===== src/sv/pcla_pkg.sv =====
// Shared constants and types for the press-count code lock with alarm.
`default_nettype none

package pcla_pkg;

   // Code geometry and counting limits
   localparam int unsigned CODE_DIGITS   = 3;
   localparam int unsigned DIGIT_W       = 4;
   localparam int unsigned INDEX_W       = 2;
   localparam int unsigned TIME_W        = 32;
   localparam int unsigned CSR_INDEX_W   = 3;
   localparam int unsigned CSR_DATA_W    = 16;

   localparam logic [DIGIT_W-1:0] COUNT_LIMIT   = 4'd10;
   localparam logic [TIME_W-1:0]  DEADLINE_IDLE = 32'hFFFF_FFFF;

   // Register reset values
   localparam logic [15:0]        DEBOUNCE_RESET = 16'd20;
   localparam logic [15:0]        TIMEOUT_RESET  = 16'd100;
   localparam logic [7:0]         PERIOD_RESET   = 8'd10;
   localparam logic [DIGIT_W-1:0] SECRET_RESET   = 4'd1;

   // Register map
   typedef enum logic [CSR_INDEX_W-1:0] {
      CSR_DEBOUNCE      = 3'd0,
      CSR_DIGIT_TIMEOUT = 3'd1,
      CSR_STEP_PERIOD   = 3'd2,
      CSR_SECRET_FIRST  = 3'd3,
      CSR_SECRET_SECOND = 3'd4,
      CSR_SECRET_THIRD  = 3'd5
   } csr_index_type;

   typedef logic [DIGIT_W-1:0] digit_type;

endpackage

`default_nettype wire


===== src/sv/press_count_code_lock_alarm.sv =====
// Top level of the press-count code lock: debounce, digit entry, arming and alarm LED.
//
//  channel | ports                                  | direction | handshake
//  --------+----------------------------------------+-----------+----------------------
//  req     | req_code_edge, req_presence_edge       | in        | req_valid / req_ready
//  rsp     | rsp_armed, rsp_alarm_led, rsp_digit_*, | out       | rsp_valid / rsp_ready
//          | rsp_code_accepted, rsp_code_rejected   |           |
//  csr     | csr_write_en, csr_index, csr_wdata     | in        | write enable only
//
//  One item per cycle sustained while rsp_ready is high; each item passes the input register, then the result register.
//  The full tick update (debounce, rules, period counter) is combinational on the state regs.
//  Reset is synchronous; it restores config, state and valid registers, not the item data.
//  With rsp_ready low the result holds, one more item parks in the input register,
//  and then req_ready drops until the result is taken.
`default_nettype none

module press_count_code_lock_alarm (
   input  wire logic                                 clock,
   input  wire logic                                 reset,
   // input items (one per tick)
   input  wire logic                                 req_valid,
   output logic                                      req_ready,
   input  wire logic                                 req_code_edge,
   input  wire logic                                 req_presence_edge,
   // result items
   output logic                                      rsp_valid,
   input  wire logic                                 rsp_ready,
   output logic                                      rsp_armed,
   output logic                                      rsp_alarm_led,
   output logic                                      rsp_digit_advance_pulse,
   output logic                                      rsp_code_accepted,
   output logic                                      rsp_code_rejected,
   // register writes
   input  wire logic                                 csr_write_en,
   input  wire logic [pcla_pkg::CSR_INDEX_W-1:0]     csr_index,
   input  wire logic [pcla_pkg::CSR_DATA_W-1:0]      csr_wdata
);

   localparam int unsigned TW = pcla_pkg::TIME_W;
   localparam int unsigned IW = pcla_pkg::INDEX_W;

   // Configuration registers
   logic [15:0]         debounce_ff;
   logic [15:0]         timeout_ff;
   logic [7:0]          period_ff;
   pcla_pkg::digit_type secret_ff [pcla_pkg::CODE_DIGITS];

   // Input register
   logic in_valid_ff;
   logic in_code_ff;
   logic in_pres_ff;
   logic s1_move;

   // Lock state
   logic [TW-1:0]       tick_ff,     tick_in;
   logic [TW-1:0]       block_ff,    block_in;
   logic [TW-1:0]       deadline_ff, deadline_in;
   logic [7:0]          pcount_ff,   pcount_in;
   logic                press_ff,    press_in;
   logic                pres_ff,     pres_in;
   logic                started_ff,  started_in;
   logic [IW-1:0]       index_ff,    index_in;
   pcla_pkg::digit_type counts_ff [pcla_pkg::CODE_DIGITS];
   pcla_pkg::digit_type counts_in [pcla_pkg::CODE_DIGITS];
   logic                armed_ff,    armed_in;
   logic                led_ff,      led_in;

   // Per-item results
   logic                pulse_in;
   logic                accept_in;
   logic                reject_in;

   // Output register
   logic rsp_valid_ff;
   logic rsp_armed_ff, rsp_led_ff, rsp_pulse_ff, rsp_accept_ff, rsp_reject_ff;

   // Helpers
   logic                full;
   logic                code_match;
   pcla_pkg::digit_type cur_count;
   logic [7:0]          period_eff;
   logic [8:0]          pcount_sum;

   // Handshake: input register drains into the result register
   assign s1_move   = in_valid_ff && (!rsp_valid_ff || rsp_ready);
   assign req_ready = !in_valid_ff || s1_move;

   always_ff @(posedge clock) begin
      if (reset) begin
         in_valid_ff <= 1'b0;
      end else if (req_ready) begin
         in_valid_ff <= req_valid;
      end
      if (req_ready && req_valid) begin
         in_code_ff <= req_code_edge;
         in_pres_ff <= req_presence_edge;
      end
   end

   // Register writes
   always_ff @(posedge clock) begin
      if (reset) begin
         debounce_ff <= pcla_pkg::DEBOUNCE_RESET;
         timeout_ff  <= pcla_pkg::TIMEOUT_RESET;
         period_ff   <= pcla_pkg::PERIOD_RESET;
         for (int i = 0; i < pcla_pkg::CODE_DIGITS; i++) begin
            secret_ff[i] <= pcla_pkg::SECRET_RESET;
         end
      end else if (csr_write_en) begin
         case (csr_index)
            pcla_pkg::CSR_DEBOUNCE:      debounce_ff  <= csr_wdata;
            pcla_pkg::CSR_DIGIT_TIMEOUT: timeout_ff   <= csr_wdata;
            pcla_pkg::CSR_STEP_PERIOD:   period_ff    <= csr_wdata[7:0];
            pcla_pkg::CSR_SECRET_FIRST:  secret_ff[0] <= csr_wdata[3:0];
            pcla_pkg::CSR_SECRET_SECOND: secret_ff[1] <= csr_wdata[3:0];
            pcla_pkg::CSR_SECRET_THIRD:  secret_ff[2] <= csr_wdata[3:0];
            default: ;
         endcase
      end
   end

   // Count of the digit being entered; no digit once all are in
   always_comb begin
      case (index_ff)
         2'd0:    cur_count = counts_ff[0];
         2'd1:    cur_count = counts_ff[1];
         2'd2:    cur_count = counts_ff[2];
         default: cur_count = '0;
      endcase
   end

   assign full       = (index_ff == IW'(pcla_pkg::CODE_DIGITS));
   assign code_match = (counts_ff[0] == secret_ff[0]) && (counts_ff[1] == secret_ff[1])
                    && (counts_ff[2] == secret_ff[2]);

   // One tick: edges first, then the rules on period boundaries
   always_comb begin
      block_in    = block_ff;
      press_in    = press_ff;
      pres_in     = pres_ff;
      started_in  = started_ff;
      deadline_in = deadline_ff;
      index_in    = index_ff;
      armed_in    = armed_ff;
      led_in      = led_ff;
      pulse_in    = 1'b0;
      accept_in   = 1'b0;
      reject_in   = 1'b0;
      for (int i = 0; i < pcla_pkg::CODE_DIGITS; i++) begin
         counts_in[i] = counts_ff[i];
      end

      // debounce: every edge restarts the shared window
      if (in_code_ff) begin
         if (tick_ff > block_in) begin
            press_in   = 1'b1;
            started_in = 1'b1;
         end
         block_in = tick_ff + TW'(debounce_ff);
      end
      if (in_pres_ff) begin
         if (tick_ff > block_in) begin
            pres_in = 1'b1;
         end
         block_in = tick_ff + TW'(debounce_ff);
      end

      // first matching rule acts
      if (pcount_ff == 8'd0) begin
         if (!full && press_in && (cur_count <= pcla_pkg::COUNT_LIMIT)) begin
            press_in            = 1'b0;
            counts_in[index_ff] = cur_count + 4'd1;
            deadline_in         = tick_ff + TW'(timeout_ff);
         end else if (started_in && (deadline_ff <= tick_ff)) begin
            pulse_in = 1'b1;
            if (!full) begin
               index_in = index_ff + 2'd1;
            end
            deadline_in = pcla_pkg::DEADLINE_IDLE;
         end else if (full) begin
            if (code_match) begin
               accept_in = 1'b1;
               armed_in  = !armed_ff;
            end else begin
               reject_in = 1'b1;
            end
            for (int i = 0; i < pcla_pkg::CODE_DIGITS; i++) begin
               counts_in[i] = '0;
            end
            led_in     = 1'b0;
            index_in   = '0;
            started_in = 1'b0;
            press_in   = 1'b0;
            pres_in    = 1'b0;
         end else if (armed_ff && pres_in) begin
            led_in = 1'b1;
         end
      end

      // period counter, a zero period acts as one
      period_eff = (period_ff == 8'd0) ? 8'd1 : period_ff;
      pcount_sum = {1'b0, pcount_ff} + 9'd1;
      pcount_in  = (pcount_sum >= {1'b0, period_eff}) ? 8'd0 : pcount_sum[7:0];
      tick_in    = tick_ff + TW'(1);
   end

   // State update, one tick per moved item
   always_ff @(posedge clock) begin
      if (reset) begin
         tick_ff     <= '0;
         block_ff    <= '0;
         deadline_ff <= '0;
         pcount_ff   <= '0;
         press_ff    <= 1'b0;
         pres_ff     <= 1'b0;
         started_ff  <= 1'b0;
         index_ff    <= '0;
         armed_ff    <= 1'b0;
         led_ff      <= 1'b0;
         for (int i = 0; i < pcla_pkg::CODE_DIGITS; i++) begin
            counts_ff[i] <= '0;
         end
      end else if (s1_move) begin
         tick_ff     <= tick_in;
         block_ff    <= block_in;
         deadline_ff <= deadline_in;
         pcount_ff   <= pcount_in;
         press_ff    <= press_in;
         pres_ff     <= pres_in;
         started_ff  <= started_in;
         index_ff    <= index_in;
         armed_ff    <= armed_in;
         led_ff      <= led_in;
         for (int i = 0; i < pcla_pkg::CODE_DIGITS; i++) begin
            counts_ff[i] <= counts_in[i];
         end
      end
   end

   // Result register
   always_ff @(posedge clock) begin
      if (reset) begin
         rsp_valid_ff <= 1'b0;
      end else if (s1_move) begin
         rsp_valid_ff <= 1'b1;
      end else if (rsp_ready) begin
         rsp_valid_ff <= 1'b0;
      end
      if (s1_move) begin
         rsp_armed_ff  <= armed_in;
         rsp_led_ff    <= led_in;
         rsp_pulse_ff  <= pulse_in;
         rsp_accept_ff <= accept_in;
         rsp_reject_ff <= reject_in;
      end
   end

   assign rsp_valid               = rsp_valid_ff;
   assign rsp_armed               = rsp_armed_ff;
   assign rsp_alarm_led           = rsp_led_ff;
   assign rsp_digit_advance_pulse = rsp_pulse_ff;
   assign rsp_code_accepted       = rsp_accept_ff;
   assign rsp_code_rejected       = rsp_reject_ff;

   // Checks
   // at most one rule acts per tick
   a_one_event: assert property (@(posedge clock) disable iff (reset)
      rsp_valid_ff |-> $onehot0({rsp_pulse_ff, rsp_accept_ff, rsp_reject_ff}))
      else $error("more than one rule acted in one tick");

   // an accepted code flips armed
   a_accept_toggles: assert property (@(posedge clock) disable iff (reset)
      (s1_move && accept_in) |=> (armed_ff != $past(armed_ff)))
      else $error("accepted code did not toggle armed");

   // the LED can only be lit while armed
   a_led_needs_armed: assert property (@(posedge clock) disable iff (reset)
      led_ff |-> armed_ff)
      else $error("alarm LED lit while disarmed");

   // no entry in progress means nothing counted and nothing pending
   a_idle_entry_clear: assert property (@(posedge clock) disable iff (reset)
      !started_ff |-> (!press_ff && (counts_ff[0] == '0) && (counts_ff[1] == '0)
                       && (counts_ff[2] == '0)))
      else $error("digit counts present without an entry in progress");

endmodule

`default_nettype wire

===== config.mk =====
export PLATFORM = sky130hd
export DESIGN_NAME = press_count_code_lock_alarm
export DESIGN_NICKNAME = d
export VERILOG_FILES = /design/src/sv/pcla_pkg.sv /design/src/sv/press_count_code_lock_alarm.sv
export SDC_FILE = /design/constraint.sdc
export NUM_CORES = 1
export LEC_CHECK = 0
export ABC_CLOCK_PERIOD_IN_PS = 8800
export CORE_MARGIN = 1
export CORE_UTILIZATION = 44
export CTS_BUF_LIST = sky130_fd_sc_hd__clkbuf_16
export CTS_CLUSTER_SIZE = 25
export DETAILED_ROUTE_END_ITERATION = 10
export DONT_BUFFER_PORTS = 1
export GPL_ROUTABILITY_DRIVEN = 0
export PLACE_DENSITY = 0.59
export SYNTH_ARGS = -nofsm -noshare
export SYNTH_HDL_FRONTEND = slang
export SYNTH_SLANG_ARGS = --single-unit

===== constraint.sdc =====
create_clock -name clock -period 8.8 [get_ports clock]
set_input_delay 1.32 -clock clock [delete_from_list [all_inputs] [get_ports clock]]
set_output_delay 1.32 -clock clock [all_outputs]
set_load 0.02 [all_outputs]

# After elaboration in Yosys (flattened, before gate mapping)

Memories as Yosys holds them, arrays and structs flattened.
Index checks and enable logic that the tools add are counted.

Register bits after elaboration: 160
Latch bits: 0
Bits in writable memories: 24
Memory bits (read-only): 0
Output and inout bits: 7
Logic and storage cells: 161
Memories kept: 2

Add/subtract/negate cells: 6
Multipliers: 0
Div/mod/pow operators: 0
$lt $le $gt $ge: 7
Eq/ne operators: 12
Shift operators: 0
Muxes and demuxes: 73
Bitwise operators: 10
Reductions and logical operators: 29

Memory list:

| name      | depth | bits a word | read ports | clocked after Yosys merged registers in | write ports | line                              | RTL |
|---|---|---|---|---|---|---|---|
| counts_ff | 3     | 4           | 3          | 0                                       | 3           | press_count_code_lock_alarm.sv:63 | `pcla_pkg::digit_type counts_ff [pcla_pkg::CODE_DIGITS];` |
| secret_ff | 3     | 4           | 3          | 0                                       | 3           | press_count_code_lock_alarm.sv:46 | `pcla_pkg::digit_type secret_ff [pcla_pkg::CODE_DIGITS];` |

Operators with widths:

| operator                                                        | number |
|---|---|
| 32-bit two-way mux                                              | 4 |
| 32-bit by 16-bit adder with 32-bit output                       | 2 |
| 32-bit > comparator                                             | 2 |
| 1-bit two-way mux                                               | 50 |
| 12-bit two-way mux                                              | 4 |
| 32-bit by 1-bit adder with 32-bit output, second input constant | 1 |
| 32-bit less-or-equal comparator                                 | 1 |
| 4-bit two-way mux                                               | 7 |
| 8-bit zero test                                                 | 2 |
| 8-bit two-way mux                                               | 2 |
| 12-bit bitwise mux                                              | 1 |
| 4-bit == test                                                   | 3 |
| 4-bit one-hot mux with 3 select lines                           | 1 |
| 8-bit by 1-bit adder with 9-bit output, second input constant   | 1 |
| 9-bit by 8-bit greater-or-equal comparator with 1-bit output    | 1 |
| 1-bit logical AND                                               | 9 |
| 4-bit demux with 2-bit select                                   | 1 |
| 3-bit by 2-bit == test with 1-bit output, second input constant | 2 |
| 3-bit == test, second input constant                            | 2 |
| 2-bit two-way mux                                               | 3 |
| 1-bit OR                                                        | 6 |
| 2-bit AND reduction                                             | 3 |
| 2-bit nonzero test                                              | 3 |
| 5-bit AND reduction                                             | 1 |
| 18 further kinds                                                | 25 |

# Logic depth before layout (Yosys ltp)

Depth in word-level cells: 11
Gate-level depth with buffers: 21

# Worst setup path after synthesis

Ideal clock, no wire load.

Path kind: register -> register
Start: register tick_ff[1]
End: register rsp_led_ff, in the netlist rsp_alarm_led, data pin
Library setup time: 0.256 ns
Data arrival time: 4.063 ns
Required time: 8.544 ns
Slack: 4.480 ns
Stages on the path, launching flop included: 21
Path buffers: 0
Cells stage by stage: dfxtp_1 ha_1 a21o_1 a21oi_1 nand2b_1 a2111oi_0 o41ai_1 a21oi_1 nand2_1 xnor2_1 mux2_2 ha_1 a21oi_1 nor2_1 a2111oi_0 a221oi_1 a21oi_1 a31oi_1 nor2_1 nor3_1 o22a_1

Word-level cells in the longest chain between the ends: 11
Elaborated cells on any way between the ends: 20
Classes of those cells: add/sub (1); order compare (3); mux (12); reduce/logical (4)

Ends and longest elaborated chain:

| element                                   | line                               | RTL |
|---|---|---|
| start, declared                           | press_count_code_lock_alarm.sv:55  | `logic [TW-1:0] tick_ff, tick_in;` |
| start signal, assigned                    | press_count_code_lock_alarm.sv:224 | `tick_ff <= tick_in;` |
| 32-bit by 16-bit adder with 32-bit output | press_count_code_lock_alarm.sv:159 | `block_in = tick_ff + TW'(debounce_ff);` |
| 32-bit two-way mux                        | press_count_code_lock_alarm.sv:154 | `if (in_code_ff) begin` |
| 32-bit > comparator                       | press_count_code_lock_alarm.sv:162 | `if (tick_ff > block_in) begin` |
| 1-bit two-way mux                         | press_count_code_lock_alarm.sv:162 |  |
| 1-bit two-way mux                         | press_count_code_lock_alarm.sv:161 | `if (in_pres_ff) begin` |
| 1-bit logical AND                         | press_count_code_lock_alarm.sv:195 | `end else if (armed_ff && pres_in) begin` |
| 1-bit two-way mux                         | press_count_code_lock_alarm.sv:195 |  |
| 1-bit two-way mux                         | press_count_code_lock_alarm.sv:180 | `end else if (full) begin` |
| 1-bit two-way mux                         | press_count_code_lock_alarm.sv:174 | `end else if (started_in && (deadline_ff <= tick_ff)) begin` |
| 1-bit two-way mux *                       | press_count_code_lock_alarm.sv:170 | `if (!full && press_in && (cur_count <= pcla_pkg::COUNT_LIMIT)) begin` |
| 1-bit two-way mux *                       | press_count_code_lock_alarm.sv:169 | `if (pcount_ff == 8'd0) begin` |
| net led_in                                | press_count_code_lock_alarm.sv:66  | `logic led_ff, led_in;` |
| end signal, assigned                      | press_count_code_lock_alarm.sv:251 | `rsp_led_ff <= led_in;` |
| end, declared                             | press_count_code_lock_alarm.sv:75  | `logic rsp_armed_ff, rsp_led_ff, rsp_pulse_ff, rsp_accept_ff, rsp_reject_ff;` |

The timed path passes the listed nets; every way through them passes the cells marked *.
A chain may end at the register's enable or synchronous reset.

# Final worst setup path

Same ends and word-level chain as after synthesis.

==> results.cfg <==
[grt]
overflow = 0
grt_pass1_wl_um = 52200
grt_pass1_vias = 9717
antenna_found_initial = 1
grt_max_degree = 146
track_usage = 0.233

[layout]
fillCellCount = 2661
fin_nets = 1617
diodes = 0
area_delta_synth_final_pct = 7.46
mostFrequentLayoutCells = nand2_1 (183), dfxtp_1 (153), ha_1 (146)
drive_above_1_share = 0.0378
final_common_cell = nand2_1

[timing]
fin_tns_setup_ps = 0
finalSetupViolCount = 0
timing.fmax_mhz = 194
tightest_slew_ps = 960
hold_ws_ps = 458
period_minus_slack_ps = 5140
timing.final.ws_setup_ps = 3660
relSlewSlack = 0.358
rsz0062_at_grt = false
slew_violations = 0
period_share = 0.584
finalHoldViolations = 0
clock_skew_ps = 13.4

[detailed_routing]
ant_nets = 0
drt-pass1-iter-count = 7
wl_met2_um = 14300
wl_met1_um = 16100
vias = 10216
via_per_inst = 5.59
drc = 0
top_layer = met5
drt_iter0_drc = 762
wl_per_cell_um = 17.5
wl_met3_um = 1080
wirelength_um = 31900

[logic_synthesis]
synth_edf_count = 31
ys_types = 68
seq_area_frac_synth = 0.327
async_flop_share = 0
synth_nets = 1646
syn-mean-instance-area_um2 = 8.30
ys.flop_type = dfxtp_1
synth-seq-cells = 184
syn_area_um2 = 12200
synth_cells = 1472
yosys_warnings = 0

[worst_setup_path]
path_cells = ha_1 > a21o_1 > a21oi_1 > nand2b_1 > a2111oi_0 > o41ai_1 > a21oi_1 > nand2_1 > xnor2_1 > mux2_2 > ha_1 > a21oi_1 > nor2_1 > a2111oi_0 > a221oi_1 > a21oi_1 > a31oi_1 > nor2_1 > nor3_1 > o22a_1
cpPeakStageDelay_ps = 700
cp.depth = 20
slowest_stage = o41ai_1
crit_fanout = 9
r2r_cells = 20
r2r-start = tick_ff[1]
crit_path_end_kind = flip-flop
critical_path.top_delay_family = compound AO/OA/AOI/OAI gates
cp-start-kind = flip-flop
cp_data_required_time_ps = 9000
worstReg2RegEnd = rsp_alarm_led
worstPathArrival_ps = 5340
path_class = flip-flop to flip-flop
cpMostUsedCell = a21oi_1
rrSetupSlack_ps = 3660
crit_buf_inv = 0

[floorplanning]
die_width_um = 169
die-area_um2 = 28400
core_area_um2 = 27100
std_cell_rows = 60
ios = 33
die_y_um = 169
start_util = 0.451

[clock_tree]
numCtsBuffers = 17
cts-resized-gates = 0
tritoncts = built
insertion_delay_ps = 440
clock-sinks = 184
cts_hold_buf = 0
postCtsSetupBuffers = 0
clk_pin_slew_ps = 80
clock_path_buffers = 2
htree_levels = 4
cts_root_buf = clkbuf_16

[placement]
dp_slack_ps = 3690
dp_hpwl_um = 23700
io_buffers = 0

[worst_hold_path]
hp-start = period_ff[2]
holdPathEnd = period_ff[2]
hold_depth = 2
hp-class = flip-flop to flip-flop

[power_and_ir_drop]
p_leak_uw = 0.00508
vdd_drop_max_uv = 105
p_per_area_nw_per_um2 = 147

[run]
drv_cap = 0

[outcome]
outcome = finished, final reports clean
sequential cells by signal, indices dropped and copies added, names as in the netlist, 12 cells and up:
name and count:
secret_ff 12, timeout_ff 16, counts_ff 12, deadline_ff 32, tick_ff 32, block_ff 32
debounce_ff 16
cell type report:
| class | count | area [um2] | share of cell area |
|---|---|---|---|
| Inverter | 92 | 345 | 0.0263 |
| Clock inverter | 14 | 125 | 0.00953 |
| Timing Repair Buffer | 8 | 60.1 | 0.00457 |
| Tap cell | 372 | 465 | 0.0354 |
| Sequential cell | 184 | 3990 | 0.304 |
| Clock buffer | 18 | 450 | 0.0343 |
| Multi-Input combinational cell | 1140 | 7690 | 0.586 |
worst reg2reg max path, stage by stage (launching register included):
cell,delay (ps)
dfxtp_1,560
ha_1,310
a21o_1,150
a21oi_1,220
nand2b_1,180
a2111oi_0,140
o41ai_1,700
a21oi_1,420
nand2_1,180
xnor2_1,90
mux2_2,280
ha_1,280
a21oi_1,140
nor2_1,60
a2111oi_0,370
a221oi_1,150
a21oi_1,150
a31oi_1,140
nor2_1,160
nor3_1,70
o22a_1,170
Yosys cell counts (all sizes together) (5+ instances only):
master	n	area, um2
nor4	10	62.6
and3	5	31.3
o31ai	5	37.5
xor2	19	166
nor3	37	185
nor2b	14	87.6
ha	146	1830
edfxtp	31	931
nand3	49	245
o21bai	6	45.0
o21ai	43	215
mux2i	33	330
clkbuf	50	188
and2	14	87.6
o21a	27	203
dfxtp	153	3060
buf	6	26.3
nor2	140	526
a21o	21	158
o211ai	8	60.1
a21oi	120	601
mux2	5	56.3
or3	8	50.1
inv	91	342
a211oi	51	383
xnor2	87	762
nand2	183	687
nand2b	14	87.6
nand4	32	200
kinds of logic after synthesis:
| logic type | Yosys count | synth area share |
|---|---|---|
| buffers and inverters | 148 | 0.0458 |
| muxes | 38 | 0.0316 |
| xor gates and xnor gates | 106 | 0.0760 |
| and+or+nand+nor | 523 | 0.196 |
| adders and majority gates | 148 | 0.153 |
| AOI/OAI and AO/OA | 325 | 0.171 |
| DFF | 184 | 0.327 |
routing by layer:
metal	up-vias	global-route usage
li1	5160	-
met1	4855	0.328
met2	166	0.375
met3	33	0.0346
met4	2	0.0542
met5	-	0
power by group:
part | switching [uW] | internal [uW] | leakage, uW | total [uW]
clock network | 363 | 410 | 0.000286 | 773
registers | 23.0 | 885 | 0.00155 | 908
logic | 152 | 97.5 | 0.00325 | 249
total | 538 | 1390 | 0.00508 | 1930
worst max path at each step:
stage | startpoint | to | slack (ps)
2_1_floorplan | tick_ff[1] | rsp_alarm_led | 4480
3_5_place_dp | tick_ff[1] | rsp_alarm_led | 3690
5_1_grt | tick_ff[1] | rsp_alarm_led | 3250
6_report | tick_ff[1] | rsp_alarm_led | 3660
3_3_place_gp | tick_ff[1] | rsp_alarm_led | 3790
4_1_cts | tick_ff[1] | rsp_alarm_led | 3700
per-stage QoR:
step / power, uW / util / std cells / cell area, um2
3_5_place_dp: 1180 / 0.463 / 1796 / 12600
2_1_floorplan: 1100 / - / 1472 / 12200
3_3_place_gp: 1170 / 0.463 / 1796 / 12600
4_1_cts: 1940 / 0.485 / 1828 / 13100
6_report: 1930 / 0.485 / 1828 / 13100
5_1_grt: 2010 / 0.485 / 1828 / 13100
No activity file was read; power rests on OpenSTA's default activity.
